## src/hw/rtl/bvs_pkg.sv

```systemverilog
// ----------------------------------------------------------------------------
// bvs_pkg
// Shared constants, command codes and the decode result of the
// bounded vector store.
// ----------------------------------------------------------------------------
package bvs_pkg;

  localparam int CAPACITY  = 256;
  localparam int WORD_BITS = 64;
  localparam int ADDR_W    = $clog2(CAPACITY);
  localparam int CNT_W     = $clog2(CAPACITY + 1);

  typedef enum logic [2:0] {
    CMD_GET    = 3'd0,
    CMD_SET    = 3'd1,
    CMD_PUSH   = 3'd2,
    CMD_POP    = 3'd3,
    CMD_INSERT = 3'd4,
    CMD_REMOVE = 3'd5,
    CMD_CLEAR  = 3'd6,
    CMD_RESIZE = 3'd7
  } cmd_t;

  typedef struct packed {
    logic             ok;         // command passes bounds and capacity checks
    logic             at_end;     // index equals current length
    logic             no_grow;    // resize target not above current length
    logic [CNT_W-1:0] count_inc;
    logic [CNT_W-1:0] count_dec;
  } chk_t;

endpackage

```

## src/hw/rtl/bvs_check.sv

```systemverilog
// ----------------------------------------------------------------------------
// bvs_check
// Bounds and capacity check of one command against the current length.
// ----------------------------------------------------------------------------
module bvs_check (
  input  bvs_pkg::cmd_t                command,
  input  logic [bvs_pkg::CNT_W-1:0]    index,
  input  logic [bvs_pkg::CNT_W-1:0]    length,
  output bvs_pkg::chk_t                chk
);
  import bvs_pkg::*;

  logic in_range;
  logic has_room;
  logic fits;

  assign in_range = (index < length);
  assign has_room = (length < CNT_W'(CAPACITY));
  assign fits     = (index <= CNT_W'(CAPACITY));

  always_comb begin
    chk.at_end    = (index == length);
    chk.no_grow   = (index <= length);
    chk.count_inc = length + CNT_W'(1);
    chk.count_dec = length - CNT_W'(1);
    unique case (command)
      CMD_GET, CMD_SET, CMD_REMOVE: chk.ok = in_range;
      CMD_PUSH:                     chk.ok = has_room;
      CMD_POP:                      chk.ok = (length != '0);
      CMD_INSERT:                   chk.ok = (index <= length) && has_room;
      CMD_CLEAR:                    chk.ok = 1'b1;
      CMD_RESIZE:                   chk.ok = fits;
      default:                      chk.ok = 1'b0;
    endcase
  end

endmodule

```

## config.mk

```make
export PLATFORM = sky130hd
export DESIGN_NAME = bvs_check
export DESIGN_NICKNAME = d
export VERILOG_FILES = /design/src/hw/rtl/bvs_pkg.sv /design/src/hw/rtl/bvs_check.sv
export SDC_FILE = /design/constraint.sdc
export NUM_CORES = 1
export LEC_CHECK = 0
export BUFFER_PORTS_ARGS = -buffer_cell sky130_fd_sc_hd__buf_2
export CAP_MARGIN = 20
export CORE_MARGIN = 4
export CORE_UTILIZATION = 36
export DETAILED_ROUTE_END_ITERATION = 12
export PLACE_DENSITY = 0.7
export SYNTH_ARGS = -nofsm -noshare
export SYNTH_HDL_FRONTEND = slang
export SYNTH_SLANG_ARGS = --single-unit
```

## constraint.sdc

```tcl
create_clock -name vclk -period 2.7
set_input_delay 0.54 -clock vclk [all_inputs]
set_output_delay 0.54 -clock vclk [all_outputs]
set_load 0.05 [all_outputs]
```

After elaboration in Yosys (flattened, before gate mapping)
Cells that the tools add are included.
Storage, ports and cells
  bits in registers: 0
  output and inout port bits: 21
  word-level logic and storage cells: 19
Operators by class
  $add $sub $neg: 2
  order comparisons: 4
  eq/ne operators: 8
  mux-type cells: 1
  reductions and logical operators: 4
Operator list (number)
  3-bit == test (second input constant): 4
  9-bit by 1-bit adder with 9-bit output (second input constant): 1
  9-bit == test: 1
  9-bit less-or-equal comparator: 1
  9-bit less-or-equal comparator (second input constant): 1
  9-bit less-than comparator: 1
  9-bit less-than comparator (second input constant): 1
  9-bit nonzero test: 1
  9-bit by 1-bit subtractor with 9-bit output (second input constant): 1
  3-bit by 2-bit == test with 1-bit output (second input constant): 2
  1-bit one-hot mux with 6 select lines: 1
  3-bit by 1-bit == test with 1-bit output (second input constant): 1
  3-bit logical NOT: 1
  3-bit OR reduction: 1
  1-bit logical AND: 1

Depth between registers and ports, before layout
  depth after elaboration: 3
  gate-level depth with buffers: 8
  gate-level depth less buffers: 7

Worst setup path before layout
No wires, ideal clock.
  path kind: input -> output
  start: input port length[4] (netlist name)
  end: output port chk[18] (netlist name)
  data arrival time: 2204 ps
  setup slack: -44 ps
  stages: 7
  buffers on the path: 1
  path through: buf_2 inv_2 ha_1 nand4_1 nor2_1 and2_1 nand2b_1
RTL lines
  from (decl): line bvs_check.sv:8  | input logic [bvs_pkg::CNT_W-1:0] length,
  to (decl): line bvs_check.sv:9  | output bvs_pkg::chk_t chk

==> results.cfg <==
[finish]
multi_input_area_um2 = 573
nets = 163
antennaDiodeCount = 0
ff_latch_area_um2 = 0
num-fill-cells = 171
area_delta_synth_final_pct = 36.7
design.seq.count = 0
nClkBuffers = 0
drive_above_1_share_pct = 46.1

[placement]
gp_congestion = 0.836
place_ws_ns = 0.0698
dp_hpwl_um = 1620
io_buffers = 42

[pwr]
p_leak_nw = 0.447
powerDensity_mw_per_mm2 = 251
p_total_mw = 0.220
ir_drop_uv = 169

[yosys]
avgSynthCellArea_um2 = 7.28
synth_area_um2 = 641
synth_most_common_cell = ha_1
yosysSeqAreaShare_pct = 0
synth_commonest_cells = ha_1 (12), xnor2_1 (11), inv_1 (6), nand2_1 (6), nor2_1 (6)
synth_top_area_cell = ha_1
synthMuxAreaShare_pct = 0
synthSimpleGateAreaFrac_pct = 31.8
synth_top_family_by_area = simple AND/OR/NAND/NOR gates
synth_xor_area_share_pct = 17.8
synth-adder-area-share_pct = 23.4
syn_inst = 88
yosysWarnings = 0
yosysUniqueCellTypes = 34
synthesis.nets = 121
synth_compound_area_share_pct = 16.0
synthTopCellsByArea = ha_1 (23%), xnor2_1 (15%), nand4_1 (4.9%), nor4_2 (3.9%), a211oi_1 (3.5%)
synth_top_area_share_pct = 23.4

[timing]
setup_ws_ns = 0.157
report.final.hold_viol_count = 0
slew_headroom_pct = 77.9
rsz0062_at_grt = no
tns_ns = 0
worst_pin_slew_ns = 0.328
max_freq_mhz = 393
min_period_ns = 2.54
maxSlewViolCount = 0
setup_viol_count_final = 0
post-route-period-util_pct = 94.2

[detailed_routing]
firstDrtPassIters = 4
post_drt_wl_per_cell_um = 11.8
routed.top_layer = met3
num_vias = 758
post_drt_via_cell_ratio = 4.99
dr_wl_met3_um = 117
first_iter_violations = 15
drc = 0
routed-wl-met2_um = 841
ant_nets = 0
m1WireLength_um = 841
wirelength_um = 1800

[worst_hold_path]
worstHoldEndpoint = chk[12]
hp-class = input port to output port
hold_start = length[3]
worstHoldPathCells = 3

[global_routing]
grt-ovfl-total = 0
track_usage_pct = 13.7
grt_pass1_wl_um = 2950
grt_pass1_vias = 697
antenna_found_initial = 0
grt_max_degree = 8

[floorplanning]
core-area_mm2 = 0.00159
die_area_mm2 = 0.00252
die_h_um = 50.2
start_util_pct = 40.2
dieWidth_um = 50.2
ioPinCount = 42
num_rows = 14

[setup_path]
slowest_stage = ha_1
cpPeakStageDelay_ns = 0.29
crit_type = input port to output port
worstPathArrival_ns = 2.00
startpoint_type = input port
required_ns = 2.16
endpoint_kind = output port
crit_family = compound AO/OA/AOI/OAI gates
critPathBufInv = 3
cp_max_fo = 6
crit_path_cell_trace = buf_2 > inv_2 > ha_1 > nand4_1 > nor2_1 > a32o_2 > a211oi_1 > o21ai_2 > buf_6

[flow_run]
cap_viol_max_count = 0

[run_status]
status = complete, no violations

[clocking]
hold_buffers = 0
[metrics by stage]
stage	std cells	hold WS (ns)	util, %	cell area, um2
after floorplan	88	1.29	-	643
after global placement	152	1.49	54.6	870
after detailed placement	152	1.49	54.6	870
after CTS	152	1.49	54.6	870
after global routing	152	1.50	54.9	876
final	152	1.49	54.9	876
[worst max path at each step]
stage	start	endpoint	slack (ns)	cells after the start
6_report	length[2]	chk[20]	0.16	9
5_1_grt	length[3]	chk[18]	0.002	9
4_1_cts	length[3]	chk[20]	0.07	9
3_5_place_dp	length[3]	chk[20]	0.07	9
3_3_place_gp	length[6]	chk[20]	0.10	9
2_1_floorplan	length[0]	chk[8]	0.05	4
[per-layer routing]
metal  up-vias  global-route usage (%)
met5         -                       0
met3         0                    1.18
li1        396                       -
met4         0                       0
met1       335                    19.0
met2        27                    24.3
[power by group]
group | leakage (nW) | total (mW) | switching (mW) | internal (mW)
combinational | 0.447 | 0.220 | 0.154 | 0.0660
sequential | 0 | 0 | 0 | 0
clock | 0 | 0 | 0 | 0
total | 0.447 | 0.220 | 0.154 | 0.0660
[what timing repair did]
action	4_1_cts	5_1_grt
resized for setup	0	4
setup endpoints to repair	0	2
setup buffers	0	0
endpoints found under the hold margin	0	0
[layout make-up]
| class | instances | share of cell area [%] |
|---|---|---|
| well taps | 24 | 3.43 |
| multi-input cells | 73 | 65.4 |
| repair buffers | 44 | 26.4 |
| inverters | 11 | 4.71 |
[cell usage in the layout (no fill, tap or decap), types with 2 or more instances in the layout]
cell type,instances
buf_2,41
inv_1,6
nand4_1,5
nor2_1,6
xor2_1,2
nor4_2,2
a211oi_1,3
nand3_1,4
buf_4,2
inv_2,5
nand2_1,6
a21oi_1,3
xnor2_1,11
ha_1,12
[tightest hold or removal path, delay by kind of cell]
kind	cells	cell delay, ns
xor gates and xnor gates	1	0.07
buffers and inverters	2	0.33
[kinds of logic (layout without fill, tap and decap cells)]
group | Yosys count | after routing
simple gates | 34 | 34
buf+inv | 15 | 55
compound gates | 14 | 14
xor+xnor | 13 | 13
fa+ha+maj | 12 | 12
Note: power is estimated with default switching activity, not from simulation.
